`src/hw/rtl/rvct_pkg.sv`:
```
`timescale 1ns / 1ps
package rvct_pkg;
  typedef enum logic [1:0] {
    CMD_VOTE    = 2'd0,
    CMD_TIMEOUT = 2'd1,
    CMD_TAKE    = 2'd2,
    CMD_CLEAR   = 2'd3
  } cmd_t;

  typedef enum logic [2:0] {
    KIND_ACCEPTED  = 3'd0,
    KIND_TIMEOUT   = 3'd1,
    KIND_FAILED    = 3'd2,
    KIND_COMPLETED = 3'd3,
    KIND_DONE      = 3'd4,
    KIND_BAD_RANK  = 3'd5,
    KIND_CHANGED   = 3'd6,
    KIND_FULL      = 3'd7
  } kind_t;

  typedef enum logic [2:0] {
    ST_IDLE,
    ST_LOOKUP,
    ST_RESP,
    ST_SCAN,
    ST_DONE
  } state_t;

  localparam int unsigned CFG_REG_PCOUNT = 0;

  // controller -> datapath
  typedef struct packed {
    logic capture;   // latch the request
    logic apply;     // lookup/update for vote or timeout, emit one result
    logic clear;     // free every entry, emit accepted
    logic scan_step; // handle entry at scan pointer
    logic emit_done; // emit scan-done result
  } ctl_t;

  // datapath -> controller
  typedef struct packed {
    cmd_t cmd;
    logic out_busy;  // output register full and not taken
    logic scan_last; // scan pointer is at final entry
    logic scan_hold; // current entry needs another step
  } sts_t;
endpackage

```
`src/hw/rtl/request_vote_consensus_table_core.sv`:
```
`timescale 1ns / 1ps
// Vote table: each request collects one completed/failed vote per participant rank,
// keyed by a 64-bit id in TABLE_ENTRIES slots. One request is processed at a time.
// Vote, timeout and clear pass through capture, registered key match, then update and
// result. Take-ready walks every slot, one slot per cycle while the output register is
// not stalled, handling a slot with both a timeout report and a final verdict twice,
// then emits a done result. Results leave via a single output register; a new request
// waits until the last result has been loaded.
module request_vote_consensus_table_core import rvct_pkg::*; #(
  parameter int unsigned TABLE_ENTRIES    = 16,
  parameter int unsigned MAX_PARTICIPANTS = 8
) (
  input  logic        clk,
  input  logic        rst_n,
  input  logic        in_tvalid,
  output logic        in_tready,
  input  logic [71:0] in_tdata,   // [63:0] request_id, [66:64] participant, [67] vote_failed
  input  logic [1:0]  in_tuser,   // [1:0] command
  output logic        out_tvalid,
  input  logic        out_tready,
  output logic [63:0] out_tdata,  // [63:0] out_request_id
  output logic [2:0]  out_tuser,  // [2:0] kind
  output logic        out_tlast,
  input  logic        cfg_psel,
  input  logic        cfg_penable,
  input  logic        cfg_pwrite,
  input  logic [1:0]  cfg_paddr,
  input  logic [31:0] cfg_pwdata,
  output logic [31:0] cfg_prdata,
  output logic        cfg_pready
);
  logic [3:0] pcount_r;
  logic       in_fire;
  ctl_t       ctl;
  sts_t       sts;

  // participant_count register at byte address 0
  assign cfg_pready = 1'b1;
  always_ff @(posedge clk) begin
    if (!rst_n) pcount_r <= 4'd1;
    else if (cfg_psel && cfg_penable && cfg_pwrite && cfg_pready
             && cfg_paddr == 2'(CFG_REG_PCOUNT * 4))
      pcount_r <= cfg_pwdata[3:0];
  end
  assign cfg_prdata = (cfg_paddr == 2'(CFG_REG_PCOUNT * 4)) ? {28'd0, pcount_r} : 32'd0;

  assign in_fire = in_tvalid && in_tready;

  rvct_ctrl u_ctrl (
    .clk, .rst_n, .in_fire, .sts, .ctl, .in_ready(in_tready)
  );

  rvct_dp #(.TABLE_ENTRIES(TABLE_ENTRIES), .MAX_PARTICIPANTS(MAX_PARTICIPANTS)) u_dp (
    .clk, .rst_n, .ctl, .sts,
    .in_command(in_tuser), .in_request_id(in_tdata[63:0]),
    .in_participant(in_tdata[66:64]), .in_vote_failed(in_tdata[67]),
    .pcount(pcount_r),
    .out_valid(out_tvalid), .out_ready(out_tready),
    .out_kind(out_tuser), .out_request_id(out_tdata), .out_last(out_tlast)
  );

  a_one_cmd: assert property (@(posedge clk) disable iff (!rst_n)
    $onehot0({ctl.apply, ctl.clear, ctl.scan_step, ctl.emit_done}))
    else $error("multiple commands");
  a_no_accept_busy: assert property (@(posedge clk) disable iff (!rst_n)
    (out_tvalid && !out_tready) |=> $stable(out_tuser) && $stable(out_tdata))
    else $error("result changed while stalled");
  a_fire_idle: assert property (@(posedge clk) disable iff (!rst_n)
    in_fire |=> !in_tready)
    else $error("accepted back to back");
endmodule

```
`src/hw/rtl/rvct_ctrl.sv`:
```
`timescale 1ns / 1ps
module rvct_ctrl import rvct_pkg::*; (
  input  logic clk,
  input  logic rst_n,
  input  logic in_fire,
  input  sts_t sts,
  output ctl_t ctl,
  output logic in_ready
);
  state_t state_r, state_nxt;

  always_ff @(posedge clk) begin
    if (!rst_n) state_r <= ST_IDLE;
    else state_r <= state_nxt;
  end

  always_comb begin
    state_nxt = state_r;
    unique case (state_r)
      ST_IDLE:   if (in_fire) state_nxt = ST_LOOKUP;
      ST_LOOKUP: begin
        if (sts.cmd == CMD_TAKE) state_nxt = ST_SCAN;
        else state_nxt = ST_RESP;
      end
      ST_RESP:   if (!sts.out_busy) state_nxt = ST_IDLE;
      ST_SCAN:   if (!sts.out_busy && sts.scan_last && !sts.scan_hold) state_nxt = ST_DONE;
      ST_DONE:   if (!sts.out_busy) state_nxt = ST_IDLE;
      default:   state_nxt = ST_IDLE;
    endcase
  end

  always_comb begin
    ctl = '0;
    in_ready = 1'b0;
    unique case (state_r)
      ST_IDLE: begin
        in_ready = 1'b1;
        ctl.capture = in_fire;
      end
      ST_LOOKUP: ;
      ST_RESP: begin
        if (!sts.out_busy) begin
          if (sts.cmd == CMD_CLEAR) ctl.clear = 1'b1;
          else ctl.apply = 1'b1;
        end
      end
      ST_SCAN: ctl.scan_step = !sts.out_busy;
      ST_DONE: ctl.emit_done = !sts.out_busy;
      default: ;
    endcase
  end
endmodule

```
`src/hw/rtl/rvct_dp.sv`:
```
`timescale 1ns / 1ps
module rvct_dp import rvct_pkg::*; #(
  parameter int unsigned TABLE_ENTRIES    = 16,
  parameter int unsigned MAX_PARTICIPANTS = 8
) (
  input  logic        clk,
  input  logic        rst_n,
  input  ctl_t        ctl,
  output sts_t        sts,
  input  logic [1:0]  in_command,
  input  logic [63:0] in_request_id,
  input  logic [2:0]  in_participant,
  input  logic        in_vote_failed,
  input  logic [3:0]  pcount,
  output logic        out_valid,
  input  logic        out_ready,
  output logic [2:0]  out_kind,
  output logic [63:0] out_request_id,
  output logic        out_last
);
  localparam int unsigned IW = $clog2(TABLE_ENTRIES);
  localparam int unsigned CW = $clog2(MAX_PARTICIPANTS + 1);
  localparam int unsigned MP = (MAX_PARTICIPANTS > 8) ? 8 : MAX_PARTICIPANTS;

  logic [TABLE_ENTRIES-1:0] valid_r, valid_nxt;
  logic [63:0]              key_r     [TABLE_ENTRIES];
  logic [MAX_PARTICIPANTS-1:0] voted_r [TABLE_ENTRIES];
  logic [MAX_PARTICIPANTS-1:0] fmask_r [TABLE_ENTRIES];
  logic [CW-1:0]            cnt_r     [TABLE_ENTRIES];
  logic [TABLE_ENTRIES-1:0] anyf_r, tout_r, pend_r;

  cmd_t        cmd_r;
  logic [63:0] id_r;
  logic [2:0]  rank_r;
  logic        vote_r;
  logic [IW-1:0] ptr_r;
  logic        hit_r, free_ok_r;
  logic [IW-1:0] hit_idx_r, free_idx_r;

  logic        ov_r;
  logic [2:0]  okind_r;
  logic [63:0] oid_r;
  logic        olast_r;

  logic [CW-1:0] eff;
  always_comb begin
    if (pcount == 4'd0) eff = CW'(1);
    else if ({28'd0, pcount} > 32'(MP)) eff = CW'(MP);
    else eff = CW'(pcount);
  end

  // parallel key match and free search, registered
  logic hit_c, free_c;
  logic [IW-1:0] hit_i, free_i;
  always_comb begin
    hit_c = 1'b0; free_c = 1'b0; hit_i = '0; free_i = '0;
    for (int i = TABLE_ENTRIES - 1; i >= 0; i--) begin
      if (valid_r[i] && key_r[i] == id_r) begin
        hit_c = 1'b1; hit_i = IW'(i);
      end
      if (!valid_r[i]) begin
        free_c = 1'b1; free_i = IW'(i);
      end
    end
  end

  logic out_busy;
  assign out_busy = ov_r && !out_ready;

  logic cur_done;
  assign cur_done = valid_r[ptr_r] && cnt_r[ptr_r] == eff;
  assign sts.cmd = cmd_r;
  assign sts.out_busy = out_busy;
  assign sts.scan_last = (ptr_r == IW'(TABLE_ENTRIES - 1));
  assign sts.scan_hold = valid_r[ptr_r] && pend_r[ptr_r] && cnt_r[ptr_r] == eff;

  logic [IW-1:0] slot;
  logic [MAX_PARTICIPANTS-1:0] bit_m;
  assign slot  = hit_r ? hit_idx_r : free_idx_r;
  assign bit_m = MAX_PARTICIPANTS'(1) << rank_r;

  always_ff @(posedge clk) begin
    if (ctl.capture) begin
      cmd_r <= cmd_t'(in_command);
      id_r <= in_request_id;
      rank_r <= in_participant;
      vote_r <= in_vote_failed;
      ptr_r <= '0;
    end
    hit_r <= hit_c; free_ok_r <= free_c;
    hit_idx_r <= hit_i; free_idx_r <= free_i;

    if (ctl.apply && ({1'b0, rank_r} < 4'(eff) || cmd_r == CMD_TIMEOUT)
        && (hit_r || free_ok_r)) begin
      if (!hit_r) key_r[slot] <= id_r;
      if (cmd_r == CMD_TIMEOUT) begin
        if (!hit_r) begin
          voted_r[slot] <= '0; fmask_r[slot] <= '0; cnt_r[slot] <= '0;
          anyf_r[slot] <= 1'b0;
        end
        if (!hit_r || !tout_r[slot]) begin
          tout_r[slot] <= 1'b1; pend_r[slot] <= 1'b1;
        end
      end else begin
        if (!hit_r) begin
          tout_r[slot] <= 1'b0; pend_r[slot] <= 1'b0;
        end
        if (!hit_r || !(|(voted_r[slot] & bit_m))) begin
          voted_r[slot] <= (hit_r ? voted_r[slot] : '0) | bit_m;
          fmask_r[slot] <= (hit_r ? fmask_r[slot] : '0) | (vote_r ? bit_m : '0);
          anyf_r[slot] <= (hit_r ? anyf_r[slot] : 1'b0) | vote_r;
          cnt_r[slot] <= (hit_r ? cnt_r[slot] : '0) + CW'(1);
        end
      end
    end
    if (ctl.scan_step) begin
      if (valid_r[ptr_r] && pend_r[ptr_r]) pend_r[ptr_r] <= 1'b0;
      if (!sts.scan_hold && !sts.scan_last) ptr_r <= ptr_r + IW'(1);
    end
  end

  // entry valid bits
  always_comb begin
    valid_nxt = valid_r;
    if (ctl.clear) valid_nxt = '0;
    if (ctl.apply && ({1'b0, rank_r} < 4'(eff) || cmd_r == CMD_TIMEOUT)
        && !hit_r && free_ok_r) valid_nxt[free_idx_r] = 1'b1;
    if (ctl.scan_step && cur_done && !pend_r[ptr_r]) valid_nxt[ptr_r] = 1'b0;
  end
  always_ff @(posedge clk) begin
    if (!rst_n) valid_r <= '0;
    else valid_r <= valid_nxt;
  end

  // output register
  logic       emit;
  logic [2:0] kind_c;
  logic [63:0] oid_c;
  always_comb begin
    emit = 1'b0; kind_c = KIND_ACCEPTED; oid_c = '0;
    if (ctl.clear) emit = 1'b1;
    else if (ctl.emit_done) begin
      emit = 1'b1; kind_c = KIND_DONE;
    end else if (ctl.apply) begin
      emit = 1'b1;
      if (cmd_r == CMD_VOTE && !({1'b0, rank_r} < 4'(eff))) kind_c = KIND_BAD_RANK;
      else if (!hit_r && !free_ok_r) kind_c = KIND_FULL;
      else if (cmd_r == CMD_VOTE && hit_r && |(voted_r[slot] & bit_m)
               && (|(fmask_r[slot] & bit_m)) != vote_r) kind_c = KIND_CHANGED;
    end else if (ctl.scan_step && valid_r[ptr_r]) begin
      if (pend_r[ptr_r]) begin
        emit = 1'b1; kind_c = KIND_TIMEOUT; oid_c = key_r[ptr_r];
      end else if (cur_done) begin
        emit = 1'b1; oid_c = key_r[ptr_r];
        kind_c = (anyf_r[ptr_r] || tout_r[ptr_r]) ? KIND_FAILED : KIND_COMPLETED;
      end
    end
  end

  always_ff @(posedge clk) begin
    if (!rst_n) ov_r <= 1'b0;
    else if (emit) ov_r <= 1'b1;
    else if (out_ready) ov_r <= 1'b0;
    if (emit) begin
      okind_r <= kind_c; oid_r <= oid_c;
      olast_r <= ctl.clear || ctl.emit_done || ctl.apply;
    end
  end

  assign out_valid = ov_r;
  assign out_kind = okind_r;
  assign out_request_id = oid_r;
  assign out_last = olast_r;
endmodule
```
`config.mk`:
```
export PLATFORM = sky130hd
export DESIGN_NAME = request_vote_consensus_table_core
export DESIGN_NICKNAME = d
export VERILOG_FILES = /design/src/hw/rtl/rvct_pkg.sv /design/src/hw/rtl/request_vote_consensus_table_core.sv /design/src/hw/rtl/rvct_ctrl.sv /design/src/hw/rtl/rvct_dp.sv
export SDC_FILE = /design/constraint.sdc
export NUM_CORES = 2
export LEC_CHECK = 0
export BUFFER_PORTS_ARGS = -buffer_cell sky130_fd_sc_hd__buf_2
export CORE_UTILIZATION = 45
export DETAILED_ROUTE_END_ITERATION = 12
export MAX_ROUTING_LAYER = met4
export SLEW_MARGIN = 20
export SYNTH_ARGS = -nofsm -noshare
export SYNTH_HDL_FRONTEND = slang
export SYNTH_SLANG_ARGS = --single-unit
```
`constraint.sdc`:
```
create_clock -name clk -period 11.8 [get_ports clk]
set_input_delay 2.95 -clock clk [delete_from_list [all_inputs] [get_ports clk]]
set_output_delay 2.95 -clock clk [all_outputs]
set_load 0.03 [all_outputs]
```
==> flow_summary.html <==
<table>
<tr><th>Metric</th><th>Value</th></tr>
<tr><th colspan="2">Outcome</th></tr>
<tr><td>Status</td><td>finished clean</td></tr>
<tr><th colspan="2">Placed design</th></tr>
<tr><td>IO Port Bufs</td><td>156</td></tr>
<tr><td>Placed Area</td><td>77300 um2</td></tr>
<tr><td>Weighted congestion reported at the end of routability-driven placement</td><td>1.13</td></tr>
<tr><td>Half-perimeter wire length after placement</td><td>284000 um</td></tr>
<tr><th colspan="2">Setup path</th></tr>
<tr><td>Crit path required time</td><td>8.85 ns</td></tr>
<tr><td>Class of the most critical setup path</td><td>input port to output pin</td></tr>
<tr><td>Slowest stage delay, CP</td><td>between 0.2 and 0.25 ns</td></tr>
<tr><td>Element type at the critical path end</td><td>output pin</td></tr>
<tr><td>Critical path peak fanout</td><td>5</td></tr>
<tr><td>Data arrival, critical path</td><td>3.61 ns</td></tr>
<tr><td>Crit path max-delay cell type</td><td>sky130_fd_sc_hd__nor2_1</td></tr>
<tr><td>Startpoint Class</td><td>input port</td></tr>
<tr><td>Chain of cells forming the critical path</td><td>buf_2 &gt; nor2_1 &gt; and2_1 &gt; buf_2</td></tr>
<tr><td>Cell seen most often among critical-path stages</td><td>sky130_fd_sc_hd__buf_2</td></tr>
<tr><th colspan="2">Routing</th></tr>
<tr><td>Final antenna-violating net count</td><td>0</td></tr>
<tr><td>Iteration count of the initial detailed-routing pass</td><td>6</td></tr>
<tr><td>Total via count in the routed design</td><td>49100</td></tr>
<tr><td>Detailed Route WL</td><td>371000 um</td></tr>
<tr><td>Routed vias/inst</td><td>slightly below 7</td></tr>
<tr><td>Average wire length per cell after detail routing</td><td>around 52 um</td></tr>
<tr><td>Drc violations</td><td>0</td></tr>
<tr><td>DRC marker count from the first detailed-route iteration</td><td>around 8400</td></tr>
<tr><th colspan="2">GRT</th></tr>
<tr><td>Layer with the highest usage</td><td>met2</td></tr>
<tr><td>Leftover overflow at the end of global routing</td><td>0</td></tr>
<tr><td>First-pass GRT wire length</td><td>471000 um</td></tr>
<tr><td>M3 GR Usage</td><td>18.7%</td></tr>
<tr><td>Met2 global-route usage</td><td>roughly 63%</td></tr>
<tr><td>Global Route Usage Sum</td><td>46.8%</td></tr>
<tr><td>Largest net degree at the start of global routing</td><td>57</td></tr>
<tr><td>Via count of the first global-routing pass</td><td>44800</td></tr>
<tr><td>Initial antenna violation count</td><td>47</td></tr>
<tr><td>Met1 Use GR</td><td>a little under three fifths</td></tr>
<tr><th colspan="2">STA</th></tr>
<tr><td>Setup Viol. Count Final</td><td>0</td></tr>
<tr><td>Count of endpoints failing hold in the final timing report</td><td>0</td></tr>
<tr><td>Post-route setup TNS</td><td>0 ns</td></tr>
<tr><td>Share of the cycle needed by the critical path after routing</td><td>55.6%</td></tr>
<tr><td>Maximum operating frequency</td><td>0.153 GHz</td></tr>
<tr><td>Setup clock skew after layout</td><td>0.0646 ns</td></tr>
<tr><td>Number of max-slew violations in the final report</td><td>0</td></tr>
<tr><td>Max_slew headroom</td><td>a little over 9%</td></tr>
<tr><td>Clock period minus worst slack</td><td>6.56 ns</td></tr>
<tr><td>Slew @ Worst Pin</td><td>approximately 1.4 ns</td></tr>
<tr><td>RSZ-0062 raised after global routing</td><td>no</td></tr>
<tr><th colspan="2">Clock network</th></tr>
<tr><td>Number of resized instances in the post-cts repair step</td><td>0</td></tr>
<tr><td>Inserted Clock Buffers</td><td>173</td></tr>
<tr><td>Clock insertion delay at the later pin of the skew report</td><td>0.90 ns</td></tr>
<tr><td>TritonCTS clock tree</td><td>built</td></tr>
<tr><td>TritonCTS sink count</td><td>1568</td></tr>
<tr><td>Hold_buf cts</td><td>0</td></tr>
<tr><td>CTS H-tree lvls</td><td>4</td></tr>
<tr><td>Maximum clock path buffer count</td><td>3</td></tr>
<tr><td>Clock transition at the registers of the reported paths</td><td>0.06 ns</td></tr>
<tr><td>Root buffer selected by CTS</td><td>sky130_fd_sc_hd__clkbuf_16</td></tr>
<tr><td>Setup bufs post-CTS</td><td>0</td></tr>
<tr><th colspan="2">Logic synthesis</th></tr>
<tr><td>Number of storage elements in the synthesis netlist</td><td>approximately 1600</td></tr>
<tr><td>Post-synthesis instance total</td><td>roughly 4500</td></tr>
<tr><td>Post-synth top area share</td><td>around 62%</td></tr>
<tr><td>Yosys top cell by area</td><td>sky130_fd_sc_hd__edfxtp_1</td></tr>
<tr><td>Main synth FF type</td><td>sky130_fd_sc_hd__edfxtp_1</td></tr>
<tr><td>Netlist area before placement</td><td>73100 um2</td></tr>
<tr><td>Number of distinct library cells after synthesis</td><td>73</td></tr>
<tr><td>Yosys warns</td><td>0</td></tr>
<tr><td>Proportion of synthesized chip area in sequential cells</td><td>63.7%</td></tr>
<tr><td>Share of flip-flops with an asynchronous set or reset</td><td>0%</td></tr>
<tr><td>Number of enable-type register cells in the synthesized netlist</td><td>between 1500 and 2000</td></tr>
<tr><td>Dominant cells by area after synthesis</td><td>sky130_fd_sc_hd__edfxtp_1 62%, sky130_fd_sc_hd__mux4_2 14%, sky130_fd_sc_hd__xor2_1 4.9%</td></tr>
<tr><td>Syn_area_per_cell</td><td>16.2 um2</td></tr>
<tr><th colspan="2">Die</th></tr>
<tr><td>Die outline width</td><td>405 um</td></tr>
<tr><td>Initial core utilization</td><td>between 40 and 50%</td></tr>
<tr><td>Standard cell core area</td><td>between 150000 and 200000 um2</td></tr>
<tr><td>Die ar.</td><td>164000 um2</td></tr>
<tr><td>Die Height</td><td>405 um</td></tr>
<tr><td>I/O pin cnt</td><td>about 220</td></tr>
<tr><td>Core Rows</td><td>147</td></tr>
<tr><th colspan="2">Cells and area</th></tr>
<tr><td>Commonest cells after routing, fill and taps aside</td><td>1514 x sky130_fd_sc_hd__edfxtp_1, 439 x sky130_fd_sc_hd__mux4_2, 396 x sky130_fd_sc_hd__xor2_1, 344 x sky130_fd_sc_hd__xnor2_1, 215 x sky130_fd_sc_hd__buf_4</td></tr>
<tr><td>Layout area overhead</td><td>13.9%</td></tr>
<tr><td>Number of nets in the layout</td><td>4895</td></tr>
<tr><td>Final std cell area, no fill</td><td>between 80000 and 90000 um2</td></tr>
<tr><td>Most common cell after layout, fill and taps aside</td><td>sky130_fd_sc_hd__edfxtp_1</td></tr>
<tr><td>Share of layout cells above drive strength 1</td><td>23.7%</td></tr>
<tr><td>Filler cell count in the final layout</td><td>roughly 13000</td></tr>
<tr><th colspan="2">Power and ir drop</th></tr>
<tr><td>Total power per unit cell area</td><td>156 nW/um2</td></tr>
<tr><td>Leak pwr</td><td>25.3 nW</td></tr>
<tr><td>Worst supply voltage drop on vdd</td><td>0.165 mV</td></tr>
<tr><th colspan="2">Min path</th></tr>
<tr><td>Class of the tightest hold or removal check</td><td>flop to flop</td></tr>
<tr><th colspan="2">Job</th></tr>
<tr><td>Max-cap violations</td><td>0</td></tr>
</table>
power breakdown:
group | total [mW] | leakage (nW) | internal (mW) | switching, mW
clock network | 5.50 | 2.75 | 3.02 | 2.47
registers | 6.18 | 13.6 | 6.14 | 0.0362
logic | 1.29 | 9.00 | 0.349 | 0.936
total | 13.0 | 25.3 | 9.51 | 3.45
synthesized netlist by cell type (11+ instances only):
| cell | n |
|---|---|
| sky130_fd_sc_hd__edfxtp_1 | 1514 |
| sky130_fd_sc_hd__mux4_2 | 439 |
| sky130_fd_sc_hd__xor2_1 | 408 |
| sky130_fd_sc_hd__xnor2_1 | 359 |
| sky130_fd_sc_hd__clkbuf_1 | 160 |
| sky130_fd_sc_hd__nor4_1 | 149 |
| sky130_fd_sc_hd__nand4_1 | 135 |
| sky130_fd_sc_hd__nor2_1 | 129 |
| sky130_fd_sc_hd__inv_1 | 127 |
| sky130_fd_sc_hd__nand2_1 | 117 |
| sky130_fd_sc_hd__o22ai_1 | 101 |
| sky130_fd_sc_hd__nor2b_1 | 78 |
| sky130_fd_sc_hd__a22oi_1 | 75 |
| sky130_fd_sc_hd__buf_1 | 67 |
| sky130_fd_sc_hd__o21ai_0 | 55 |
| sky130_fd_sc_hd__a221oi_1 | 54 |
| sky130_fd_sc_hd__dfxtp_1 | 54 |
| sky130_fd_sc_hd__nand3_1 | 51 |
| sky130_fd_sc_hd__a21oi_1 | 43 |
| sky130_fd_sc_hd__buf_4 | 36 |
| sky130_fd_sc_hd__nor3_1 | 33 |
| sky130_fd_sc_hd__buf_2 | 31 |
| sky130_fd_sc_hd__nand2b_1 | 31 |
| sky130_fd_sc_hd__o2bb2ai_1 | 20 |
| sky130_fd_sc_hd__a22o_1 | 19 |
| sky130_fd_sc_hd__nor3_2 | 16 |
| sky130_fd_sc_hd__and2_1 | 13 |
| sky130_fd_sc_hd__o221ai_1 | 12 |
| sky130_fd_sc_hd__o2111ai_1 | 11 |
worst max-delay path, delay by kind of cell:
family	cells	cell delay, ns
buffers and inverters	2	0.29
AND/OR/NAND/NOR	2	0.37
path summary, 6_finish.rpt:
check	startpoint	to	slack [ns]	cells past startpoint
worst min register to register	u_dp.pend_r[6]	u_dp.pend_r[6]	0.48	2
worst max register to register	u_dp.hit_r	u_dp.voted_r[10][2]	5.90	12
worst min-delay path	u_dp.pend_r[6]	u_dp.pend_r[6]	0.48	2
worst max-delay path	cfg_paddr[1]	cfg_prdata[2]	5.24	4
metrics by stage:
step                power [mW]  worst slack (ns)  instances  hold WS (ns)  utilization [%]
finish                    13.0              5.24       7118         0.481             51.7
global route              13.1              5.17       7112         0.503             51.7
CTS                       12.9              5.26       7075         0.483             51.6
detailed placement        7.53              4.82       6758         0.473             48.0
global placement          7.53              4.93       6758         0.464             48.0
floorplan                 6.90              4.46       4532         0.452                -
layout make-up:
cell class | instances | area (um2) | area share [%]
sequential | 1568 | 46600 | 56.0
inverter | 137 | 517 | 0.621
timing repair buffer | 371 | 2390 | 2.88
tap | 2160 | 2700 | 3.25
clock buffer | 207 | 4460 | 5.36
antenna | 43 | 108 | 0.129
clock inverter | 110 | 1200 | 1.45
multi-input combinational | 2522 | 25300 | 30.4
state kept, by name, summed over array words and instances (netlist names), 16 cells and up, named ones only:
| signal | cells |
|---|---|
| u_dp.anyf_r | 16 |
| u_dp.cnt_r | 64 |
| u_dp.fmask_r | 128 |
| u_dp.id_r | 64 |
| u_dp.key_r | 1024 |
| u_dp.out_request_id | 64 |
| u_dp.pend_r | 16 |
| u_dp.valid_r | 16 |
| u_dp.voted_r | 128 |
layer usage:
layer / vias to the layer above / share of wire [%]
li1: 18400 / -
met1: 26100 / 36
met4: 0 / 8.5
met3: 744 / 14
met2: 3810 / 42
met5: - / 0
kinds of logic (layout without fill, tap and decap cells):
logic type,count (synthesis),count (layout),synth area share (%)
multiplexers,449,449,13.7
buffers and inverters,442,825,2.65
flip-flops,1568,1568,63.7
AND/OR/NAND/NOR,802,802,6.05
XOR/XNOR,767,767,9.19
other,2,72,0.0103
AO/OA/AOI/OAI,468,468,4.61
adder cells (fa/ha/maj),7,7,0.120
Note: power is estimated with default switching activity, not from simulation.
